**src/ptts_pkg.sv**
```systemverilog
// ----------------------------------------------------------------------------
// ptts_pkg
// Shared types and constants of the periodic task tick scheduler.
// ----------------------------------------------------------------------------
package ptts_pkg;

  localparam int MAX_TASKS = 8;
  localparam int CNT_W     = $clog2(MAX_TASKS + 1);
  localparam int IDX_W     = (MAX_TASKS > 1) ? $clog2(MAX_TASKS) : 1;
  localparam int ID_W      = 3;

  localparam logic KIND_ADD  = 1'b0;
  localparam logic KIND_TICK = 1'b1;

  typedef struct packed {
    logic [15:0]     period;
    logic [15:0]     remaining;
    logic [7:0]      priority_val;
    logic [ID_W-1:0] slot;
  } entry_t;

  typedef enum logic [1:0] {
    CELL_HOLD,
    CELL_INSERT,
    CELL_TICK
  } cell_op_t;

  typedef struct packed {
    cell_op_t op;
    entry_t   new_entry;
  } cell_ctl_t;

  typedef enum logic [1:0] {
    ST_IDLE,
    ST_SCAN,
    ST_OUT
  } state_t;

endpackage

```
**src/ptts_if.sv**
```systemverilog
// ----------------------------------------------------------------------------
// ptts_in_if / ptts_out_if
// Valid/ready channels for input words and result words.
// ----------------------------------------------------------------------------
interface ptts_in_if;
  logic        valid;
  logic        ready;
  logic        kind;
  logic [15:0] period;
  logic [15:0] initial_delay;
  logic [7:0]  priority_req;

  modport source (output valid, kind, period, initial_delay, priority_req, input ready);
  modport sink   (input valid, kind, period, initial_delay, priority_req, output ready);
endinterface

interface ptts_out_if;
  logic       valid;
  logic       ready;
  logic       accepted;
  logic       fired;
  logic [2:0] task_id;
  logic       last;

  modport source (output valid, accepted, fired, task_id, last, input ready);
  modport sink   (input valid, accepted, fired, task_id, last, output ready);
endinterface

```
**src/periodic_task_tick_scheduler_top.sv**
```systemverilog
// ----------------------------------------------------------------------------
// periodic_task_tick_scheduler_top
// Periodic task table kept as a row of cells in priority order.
// ----------------------------------------------------------------------------
// An add word is stored while the row of cells shifts open a slot; its result
// word is registered and offered in the cycle after. A tick word counts down
// every stored entry at once, then a scan pointer visits the stored entries one
// per cycle and holds on each due entry until its result word is taken. Input
// is taken only while no word is in flight.
// ----------------------------------------------------------------------------
module periodic_task_tick_scheduler_top (
  input  logic       clk,
  input  logic       rst_n,
  ptts_in_if.sink    in_ch,
  ptts_out_if.source out_ch
);
  import ptts_pkg::*;

  state_t           state_r, state_nxt;
  logic [CNT_W-1:0] count_r;
  logic [CNT_W-1:0] idx_r;
  logic             out_acc_r, out_fired_r, out_last_r;
  logic [ID_W-1:0]  out_id_r;

  cell_ctl_t        ctl;
  logic             in_fire, out_fire, full;
  logic [MAX_TASKS-1:0] valid_vec, ahead_vec, due_vec, above_vec;
  entry_t           entry_vec [MAX_TASKS];
  logic             scan_end, cur_due, more_due;
  logic [31:0]      count_wide;

  assign full       = (count_r == CNT_W'(MAX_TASKS));
  assign in_fire    = in_ch.valid && in_ch.ready;
  assign out_fire   = out_ch.valid && out_ch.ready;
  assign count_wide = 32'(count_r);
  assign scan_end   = (idx_r >= count_r);
  assign cur_due    = due_vec[idx_r[IDX_W-1:0]];
  assign more_due   = |(due_vec & above_vec);

  always_comb begin
    for (int i = 0; i < MAX_TASKS; i++) begin
      valid_vec[i] = (32'(i) < count_wide);
      above_vec[i] = (32'(i) > 32'(idx_r)) && valid_vec[i];
    end
  end

  always_comb begin
    ctl.new_entry.period       = (in_ch.period == 16'd0) ? 16'd1 : in_ch.period;
    ctl.new_entry.remaining    = (in_ch.initial_delay == 16'd0) ? 16'd1
                                                                : in_ch.initial_delay;
    ctl.new_entry.priority_val = in_ch.priority_req;
    ctl.new_entry.slot         = count_wide[ID_W-1:0];
    ctl.op                     = CELL_HOLD;
    if (in_fire) begin
      if (in_ch.kind == KIND_TICK) begin
        ctl.op = CELL_TICK;
      end else if (!full) begin
        ctl.op = CELL_INSERT;
      end
    end
  end

  for (genvar g = 0; g < MAX_TASKS; g++) begin : g_cell
    if (g == 0) begin : g_head
      ptts_cell u_cell (
        .clk        (clk),
        .ctl        (ctl),
        .valid_i    (valid_vec[g]),
        .left_ahead (1'b1),
        .left_entry (ctl.new_entry),
        .ahead      (ahead_vec[g]),
        .entry      (entry_vec[g]),
        .due        (due_vec[g])
      );
    end else begin : g_body
      ptts_cell u_cell (
        .clk        (clk),
        .ctl        (ctl),
        .valid_i    (valid_vec[g]),
        .left_ahead (ahead_vec[g-1]),
        .left_entry (entry_vec[g-1]),
        .ahead      (ahead_vec[g]),
        .entry      (entry_vec[g]),
        .due        (due_vec[g])
      );
    end
  end

  // next state
  always_comb begin
    state_nxt = state_r;
    case (state_r)
      ST_IDLE: begin
        if (in_fire) begin
          state_nxt = (in_ch.kind == KIND_TICK) ? ST_SCAN : ST_OUT;
        end
      end
      ST_SCAN: begin
        if (scan_end || cur_due) begin
          state_nxt = ST_OUT;
        end
      end
      ST_OUT: begin
        if (out_fire) begin
          state_nxt = out_last_r ? ST_IDLE : ST_SCAN;
        end
      end
      default: state_nxt = ST_IDLE;
    endcase
  end

  // outputs
  always_comb begin
    in_ch.ready  = 1'b0;
    out_ch.valid = 1'b0;
    case (state_r)
      ST_IDLE: in_ch.ready  = 1'b1;
      ST_OUT:  out_ch.valid = 1'b1;
      default: begin
      end
    endcase
  end

  assign out_ch.accepted = out_acc_r;
  assign out_ch.fired    = out_fired_r;
  assign out_ch.task_id  = out_id_r;
  assign out_ch.last     = out_last_r;

  always_ff @(posedge clk) begin
    if (!rst_n) begin
      state_r <= ST_IDLE;
      count_r <= '0;
      idx_r   <= '0;
    end else begin
      state_r <= state_nxt;
      if (ctl.op == CELL_INSERT) begin
        count_r <= count_r + CNT_W'(1);
      end
      if (ctl.op == CELL_TICK) begin
        idx_r <= '0;
      end else if (state_r == ST_SCAN && !scan_end && !cur_due) begin
        idx_r <= idx_r + CNT_W'(1);
      end else if (state_r == ST_OUT && out_fire && !out_last_r) begin
        idx_r <= idx_r + CNT_W'(1);
      end
    end
  end

  // result word
  always_ff @(posedge clk) begin
    if (state_r == ST_IDLE && in_fire && in_ch.kind == KIND_ADD) begin
      out_acc_r   <= !full;
      out_fired_r <= 1'b0;
      out_id_r    <= full ? '0 : count_wide[ID_W-1:0];
      out_last_r  <= 1'b1;
    end else if (state_r == ST_SCAN) begin
      if (scan_end) begin
        out_acc_r   <= 1'b0;
        out_fired_r <= 1'b0;
        out_id_r    <= '0;
        out_last_r  <= 1'b1;
      end else if (cur_due) begin
        out_acc_r   <= 1'b0;
        out_fired_r <= 1'b1;
        out_id_r    <= entry_vec[idx_r[IDX_W-1:0]].slot;
        out_last_r  <= !more_due;
      end
    end
  end

endmodule

```
**src/ptts_cell.sv**
```systemverilog
// ----------------------------------------------------------------------------
// ptts_cell
// One table entry: insert in priority order by shifting from its left
// neighbor, and count down on a tick.
// ----------------------------------------------------------------------------
module ptts_cell (
  input  logic               clk,
  input  ptts_pkg::cell_ctl_t ctl,
  input  logic               valid_i,
  input  logic               left_ahead,
  input  ptts_pkg::entry_t   left_entry,
  output logic               ahead,
  output ptts_pkg::entry_t   entry,
  output logic               due
);
  import ptts_pkg::*;

  entry_t      entry_r, entry_nxt;
  logic        due_r, due_nxt;
  logic [15:0] dec;

  assign entry = entry_r;
  assign due   = due_r;
  assign ahead = valid_i && (entry_r.priority_val <= ctl.new_entry.priority_val);
  assign dec   = entry_r.remaining - 16'd1;

  always_comb begin
    entry_nxt = entry_r;
    due_nxt   = due_r;
    case (ctl.op)
      CELL_INSERT: begin
        if (!ahead) begin
          entry_nxt = left_ahead ? ctl.new_entry : left_entry;
        end
      end
      CELL_TICK: begin
        due_nxt = 1'b0;
        if (valid_i) begin
          if (dec == 16'd0) begin
            entry_nxt.remaining = entry_r.period;
            due_nxt             = 1'b1;
          end else begin
            entry_nxt.remaining = dec;
          end
        end
      end
      default: begin
      end
    endcase
  end

  always_ff @(posedge clk) begin
    entry_r <= entry_nxt;
    due_r   <= due_nxt;
  end

endmodule

```
**src/flat_wrapper.sv**
```systemverilog
// flat-port wrapper written by rule: the top's interface ports become plain ports
module periodic_task_tick_scheduler_top_flat import ptts_pkg::*;
  (clk, rst_n, in_ch_valid, in_ch_kind, in_ch_period, in_ch_initial_delay, in_ch_priority_req, in_ch_ready, out_ch_valid, out_ch_accepted, out_ch_fired, out_ch_task_id, out_ch_last, out_ch_ready);
  ptts_in_if in_ch_i ();
  ptts_out_if out_ch_i ();
  input  logic clk;
  input  logic rst_n;
  input wire logic [$bits(in_ch_i.valid)-1:0] in_ch_valid;
  input wire logic [$bits(in_ch_i.kind)-1:0] in_ch_kind;
  input wire logic [$bits(in_ch_i.period)-1:0] in_ch_period;
  input wire logic [$bits(in_ch_i.initial_delay)-1:0] in_ch_initial_delay;
  input wire logic [$bits(in_ch_i.priority_req)-1:0] in_ch_priority_req;
  output wire logic [$bits(in_ch_i.ready)-1:0] in_ch_ready;
  output wire logic [$bits(out_ch_i.valid)-1:0] out_ch_valid;
  output wire logic [$bits(out_ch_i.accepted)-1:0] out_ch_accepted;
  output wire logic [$bits(out_ch_i.fired)-1:0] out_ch_fired;
  output wire logic [$bits(out_ch_i.task_id)-1:0] out_ch_task_id;
  output wire logic [$bits(out_ch_i.last)-1:0] out_ch_last;
  input wire logic [$bits(out_ch_i.ready)-1:0] out_ch_ready;
  assign in_ch_i.valid = in_ch_valid;
  assign in_ch_i.kind = in_ch_kind;
  assign in_ch_i.period = in_ch_period;
  assign in_ch_i.initial_delay = in_ch_initial_delay;
  assign in_ch_i.priority_req = in_ch_priority_req;
  assign in_ch_ready = in_ch_i.ready;
  assign out_ch_valid = out_ch_i.valid;
  assign out_ch_accepted = out_ch_i.accepted;
  assign out_ch_fired = out_ch_i.fired;
  assign out_ch_task_id = out_ch_i.task_id;
  assign out_ch_last = out_ch_i.last;
  assign out_ch_i.ready = out_ch_ready;
  periodic_task_tick_scheduler_top u_core (.clk(clk), .rst_n(rst_n), .in_ch(in_ch_i), .out_ch(out_ch_i));
endmodule
```
**config.mk**
```make
export PLATFORM = sky130hd
export DESIGN_NAME = periodic_task_tick_scheduler_top_flat
export DESIGN_NICKNAME = d
export VERILOG_FILES = /design/src/ptts_pkg.sv /design/src/ptts_if.sv /design/src/periodic_task_tick_scheduler_top.sv /design/src/ptts_cell.sv /design/src/flat_wrapper.sv
export SDC_FILE = /design/constraint.sdc
export NUM_CORES = 1
export LEC_CHECK = 0
export BUFFER_PORTS_ARGS = -buffer_cell sky130_fd_sc_hd__buf_2
export CORE_MARGIN = 1
export CORE_UTILIZATION = 35
export DETAILED_ROUTE_END_ITERATION = 6
export GPL_TIMING_DRIVEN = 0
export PLACE_DENSITY = 0.51
export SETUP_SLACK_MARGIN = 0.3
export SLEW_MARGIN = 20
export SYNTH_ARGS = -nofsm -noshare
export SYNTH_HDL_FRONTEND = slang
export SYNTH_SLANG_ARGS = --single-unit
```
**constraint.sdc**
```tcl
create_clock -name clk -period 3.76 [get_ports clk]
set_input_delay 0.376 -clock clk [delete_from_list [all_inputs] [get_ports clk]]
set_output_delay 0.376 -clock clk [all_outputs]
set_load 0.01 [all_outputs]
```
Word level (Yosys, flattened, before mapping):

Cells that the tools add are included.
Widths: inputs -> output; s select.

* add/subtract/negate cells: 10
* order comparisons: 26
* eq/ne operators: 24
* muxes and demuxes: 80
* bitwise logic cells: 12
* reduce and logical (&&, ||, !) cells: 66

Operators with widths (number)
* $mux 43: 7
* $mux 16: 18
* $pmux 16 s2: 8
* $mux 27: 8
* $logic_not 16->1: 10
* $bmux 43 s3: 1
* $sub 16x1->16 const B: 8
* $le 8x8->1: 8
* $ne 2x2->1 const B: 16
* $reduce_and 3->1: 9
* $logic_and 1x1->1: 23
* $mux 1: 21
* $mux 3: 7
* $reduce_and 2->1: 10
* $gt 3x4->1 const A: 4
* $lt 3x4->1 const A: 4
* $mux 2: 6
* $not 1->1: 10
* $add 4x1->4 const B: 2
* $and 8x8->8: 1
* $gt 2x4->1 const A: 2
* $lt 1x4->1 const A: 2
* $lt 2x4->1 const A: 2
* $mux 4: 2
* 18 further kinds: 29

* register bits: 368
* input bits: 45
* output and inout port bits: 8

Logic depth before layout (Yosys ltp):

* depth in word-level cells: 8
* depth in mapped cells: 13

Cells and area by module:

From an unflattened synthesis, not the netlist that was laid out.

* cell total of the unflattened synthesis: 2229
* area, all modules: 24901.4 sq um

Modules (own cells, without submodules)
* ptts_cell (u_core.g_cell[1].g_body.u_cell ...): times used 4, cells each 256, area each 2912.8 sq um, sequential area each 1321.3 sq um
* ptts_cell (u_core.g_cell[5].g_body.u_cell ...): times used 2, cells each 261, area each 2969.1 sq um, sequential area each 1321.3 sq um
* ptts_cell (u_core.g_cell[7].g_body.u_cell): times used 1, cells each 259, area each 2926.6 sq um, sequential area each 1321.3 sq um
* ptts_cell (u_core.g_cell[0].g_head.u_cell): times used 1, cells each 242, area each 2876.5 sq um, sequential area each 1321.3 sq um
* periodic_task_tick_scheduler_top: times used 1, cells each 182, area each 1508.9 sq um, sequential area each 360.3 sq um

Worst setup path after synthesis:

No wires, ideal clock.

* path kind: flip-flop to flip-flop
* start: reg u_core.state_r[0]
* end: reg u_core.g_cell[2].g_body.u_cell.entry_r, in the netlist u_core.g_cell[2].g_body.u_cell.entry[11] (enable)
* library setup time: 414 ps
* data arrival time: 3531 ps
* required time: 3346 ps
* path slack: -185 ps
* cell stages (with the launch flop): 13
* buffers on the path: 4
* clock period less this slack: 3945 ps
* path through: dfxtp_1 clkbuf_1 nor2_1 nand3b_1 a31oi_1 inv_1 ha_1 clkbuf_1 clkbuf_1 clkbuf_1 nand2_1 nor2_1 a211oi_1

* word-level cells in the longest chain between the ends: 7
* elaborated cells on any way between the ends: 10

Ends and longest elaborated chain
* from (decl): line periodic_task_tick_scheduler_top.sv:19 `state_t state_r, state_nxt;`
* from (signal assigned): line periodic_task_tick_scheduler_top.sv:135 `state_r <= state_nxt;`
* $logic_not 2->1 *: line periodic_task_tick_scheduler_top.sv:116 `case (state_r)`
* $mux 1 *: line periodic_task_tick_scheduler_top.sv:116
* named net in_ch_ready: line flat_wrapper.sv:13 `output wire logic [$bits(in_ch_i.ready)-1:0] in_ch_ready;`
* $logic_and 1x1->1 *: line periodic_task_tick_scheduler_top.sv:33 `assign in_fire = in_ch.valid && in_ch.ready;`
* $mux 2 *: line periodic_task_tick_scheduler_top.sv:54 `if (in_fire) begin`
* $eq 2x2->1 or $eq 2x1->1 (tied branches): line ptts_cell.sv:30 `case (ctl.op)`
* $ne 2x2->1 (no line) or $reduce_bool 2->1 (tied branches)
* $reduce_and 3->1 (no line) *
* to (signal assigned): line ptts_cell.sv:53 `entry_r <= entry_nxt;`
* to (decl): line ptts_cell.sv:18 `entry_t entry_r, entry_nxt;`

The timed path passes the listed nets; every way through them passes the cells marked *.
A chain may end at the register's enable or synchronous reset.

==> results.cfg <==
[outcome]
run_status = finished clean

[finish]
final_cell_area_mm2 = 0.0263
utilization_pct = 40.9
n_fill_cell = 6152
fin_nets = 2350
final_cells = 3106
area_growth_pct = 15.6
drive_above_1_share_pct = 19.2

[setup_path]
worstSetupPathType = reg -> reg
cp_max_fo = 10
crit_path_end_kind = flip-flop
slowest_delay_ns = 0.42
worstPathRequired_ns = 4.07
cpMostUsedCell = clkbuf_4
cp_cell_sequence = clkbuf_4 > inv_1 > ha_2 > a31oi_2 > inv_1 > ha_4 > clkbuf_4 > inv_1 > buf_6 > clkbuf_4 > clkbuf_4 > o22ai_1
slowest_stage = dfxtp_1
cp.arrival_ns = 3.66
cp-start-kind = flip-flop

[synthesis]
yosysUniqueCellTypes = 90
syn-mean-instance-area_um2 = 10.8
syn_inst = 2102
synth_seq_cells = 368
synthArstFlopShare_pct = 0
synth-edff-count = 356
ys_warn_count = 0
synth_seq_area_share_pct = 48.0
syn-num-nets = 2237
synth_area_mm2 = 0.0228
synth_ff_type = edfxtp_1

[route]
vias = 18000
drc_errors = 0
first_pass_iters = 5
viasPerCell = 5.79
wl_mm = 81.7
routedWlPerCell_um = 26.3
drt_iter0_markers = 1774
ant_nets = 0

[timing]
final-hold-violation-count = 0
fin_crit_sh_pct = 89.0
tightest_slew_ns = 1.27
slew_headroom_pct = 15.4
clock.fmax_mhz = 299
min_period_ns = 3.35
setup_viol = 0
rsz0062_at_grt = yes
finClkSkew_ns = 0.0182
drv_slew = 0
fin_setup_tns_ns = 0

[clocking]
root_buffer = clkbuf_16
clk_pin_slew_worst_paths_ns = 0.06
ctsHoldBuffers = 0
clock_sinks = 368
clockBufferDepth = 3
cts_made_buffers = 45
cts_tree = done
clkLatencyLatePin_ns = 0.60
cts_max_level = 2

[placement]
dpl.cell_count = 3003
port_buffers = 34
place_area_mm2 = 0.0244
dpl.hpwl_mm = 61.2
place.gp.congestion = 0.936

[floorplanning]
core_mm2 = 0.0643
dieWidth_um = 257
die_area_mm2 = 0.0661
die-height_um = 257
num_rows = 93
pin_count = 53
initial_utilization_pct = 35.4

[power_and_ir_drop]
p_per_area_mw_per_mm2 = 432
peakVddDrop_v = 0.000330
p_leak_nw = 9.00

[global_route]
overflow = 0
grt_pass1_vias = 17700
grtUsageTotal_pct = 24.4
antenna_found_initial = 2
grt_max_degree = 28
grt_pass1_wl_mm = 120

[hold_path]
min_path_type = in -> reg

[flow_run]
drv_cap = 0
==> Yosys cell counts, drive strengths merged (4+ instances only) <==
cell | instances | area share [%]
nor2 | 101 | 1.7
a21boi | 10 | 0.33
a21oi | 116 | 2.5
or4 | 16 | 0.53
nand4 | 28 | 0.80
o21ai | 126 | 2.8
nor4 | 41 | 1.3
or3 | 23 | 0.63
a211oi | 10 | 0.37
a211o | 16 | 0.62
nor2b | 20 | 0.55
dfxtp | 12 | 1.1
o41ai | 5 | 0.27
nor4b | 11 | 0.49
mux2 | 160 | 7.9
xnor2 | 49 | 1.9
o31a | 6 | 0.23
buf | 27 | 0.63
nand3 | 42 | 0.94
or2 | 15 | 0.42
o22ai | 28 | 0.77
or3b | 7 | 0.27
mux2i | 88 | 3.9
nand2 | 187 | 3.1
inv | 73 | 1.2
a21o | 21 | 0.69
a22oi | 7 | 0.23
ha | 90 | 4.9
mux4 | 8 | 0.79
edfxtp | 356 | 47
xor2 | 48 | 1.8
nor3 | 58 | 1.3
nand2b | 15 | 0.41
a31oi | 18 | 0.49
o211ai | 5 | 0.16
a221oi | 5 | 0.22
nor3b | 10 | 0.35
o31ai | 30 | 0.99
o21a | 4 | 0.13
nand3b | 18 | 0.59
and2 | 14 | 0.40
clkbuf | 122 | 2.0
nand4b | 5 | 0.19
a31o | 5 | 0.19
==> worst max-delay path, delay by kind of cell, from the launching register on <==
kind | cells | cell delay (ns)
AOI/OAI and AO/OA | 2 | 0.38
DFF | 1 | 0.42
buffers and inverters | 8 | 1.74
adders and majority gates | 2 | 0.50
==> metal layers <==
| metal | track usage [%] | share of wire (%) | up-vias |
|---|---|---|---|
| met4 | 9.04 | 4.0 | 0 |
| met2 | 39.7 | 46 | 728 |
| met1 | 33.0 | 44 | 8900 |
| met5 | 0 | 0 | - |
| met3 | 3.41 | 6.2 | 173 |
| li1 | - | - | 8171 |
==> worst paths after layout <==
| check | start | to | slack (ns) | cells past startpoint |
|---|---|---|---|---|
| worst max-delay path | u_core.count_r[0] | u_core.g_cell[6].g_body.u_cell.entry[13] | 0.41 | 12 |
| worst max register to register | u_core.count_r[0] | u_core.g_cell[6].g_body.u_cell.entry[13] | 0.41 | 12 |
| worst min-delay path | in_ch_priority_req[6] | u_core.g_cell[0].g_head.u_cell.entry[9] | 0.13 | 1 |
| worst min register to register | u_core.count_r[2] | u_core.g_cell[0].g_head.u_cell.entry[2] | 0.47 | 0 |
==> report_power, final <==
part	internal, W	leakage, nW	switching, W
Combinational	0.000718	4.91	0.00118
Sequential	0.00491	3.41	0.000303
Clock	0.00243	0.682	0.00183
Total	0.00807	9.00	0.00332
==> layout make-up <==
type                            count  area (um^2)  area share, %
Inverter                           73          274           1.04
Clock inverter                     17          158          0.599
Timing Repair Buffer               65          608           2.31
Clock buffer                       65         1240           4.71
Multi-Input combinational cell   1513        11300           43.0
Tap cell                          855         1070           4.06
Buffer                            149          719           2.73
Antenna cell                        1         2.50        0.00950
Sequential cell                   368        10900           41.5
==> state kept, by name, indices dropped and copies added, names as in the netlist <==
register / count
u_core.g_cell.g_body.u_cell.entry: 301
u_core.g_cell.g_head.u_cell.entry: 43
u_core.g_cell.g_body.u_cell.due: 7
u_core.count_r: 4
u_core.idx_r: 4
u_core.out_ch.task_id: 3
u_core.state_r: 2
u_core.g_cell.g_head.u_cell.due: 1
u_core.out_ch.accepted: 1
u_core.out_ch.fired: 1
u_core.out_ch.last: 1
==> layout by cell type (no fill, tap or decap), types with 53 or more instances in the layout <==
master / count
o21ai_0: 113
a21oi_1: 113
inv_1: 73
ha_1: 88
clkbuf_1: 99
edfxtp_1: 356
mux2_2: 160
nand2_1: 187
nor2_1: 98
mux2i_1: 88
nor3_1: 53
==> logic make-up after synthesis <==
logic type / Yosys count / synth area share (%)
buffers and inverters: 222 / 3.84
adder cells (fa/ha/maj): 90 / 4.94
multiplexers: 256 / 12.6
flip-flops: 368 / 48.0
AND/OR/NAND/NOR: 618 / 14.3
AO/OA/AOI/OAI: 451 / 12.7
XOR/XNOR: 97 / 3.73
==> stage by stage <==
stage	hold slack [ns]	total power [W]	setup WS [ns]
after floorplan	0.406	0.00633	-0.182
after global placement	0.444	0.00700	-2.36
after detailed placement	0.449	0.00708	-1.70
after CTS	0.0890	0.0114	0.301
after global routing	0.121	0.0118	0.292
final	0.128	0.0114	0.414
==> timing repair <==
action,4_1_cts,5_1_grt
setup buffers,7,12
gates resized for setup,69,37
endpoints found under the setup margin,562,411
pin swaps,2,6
gates cloned,0,1
No activity file was read; power rests on OpenSTA's default activity.
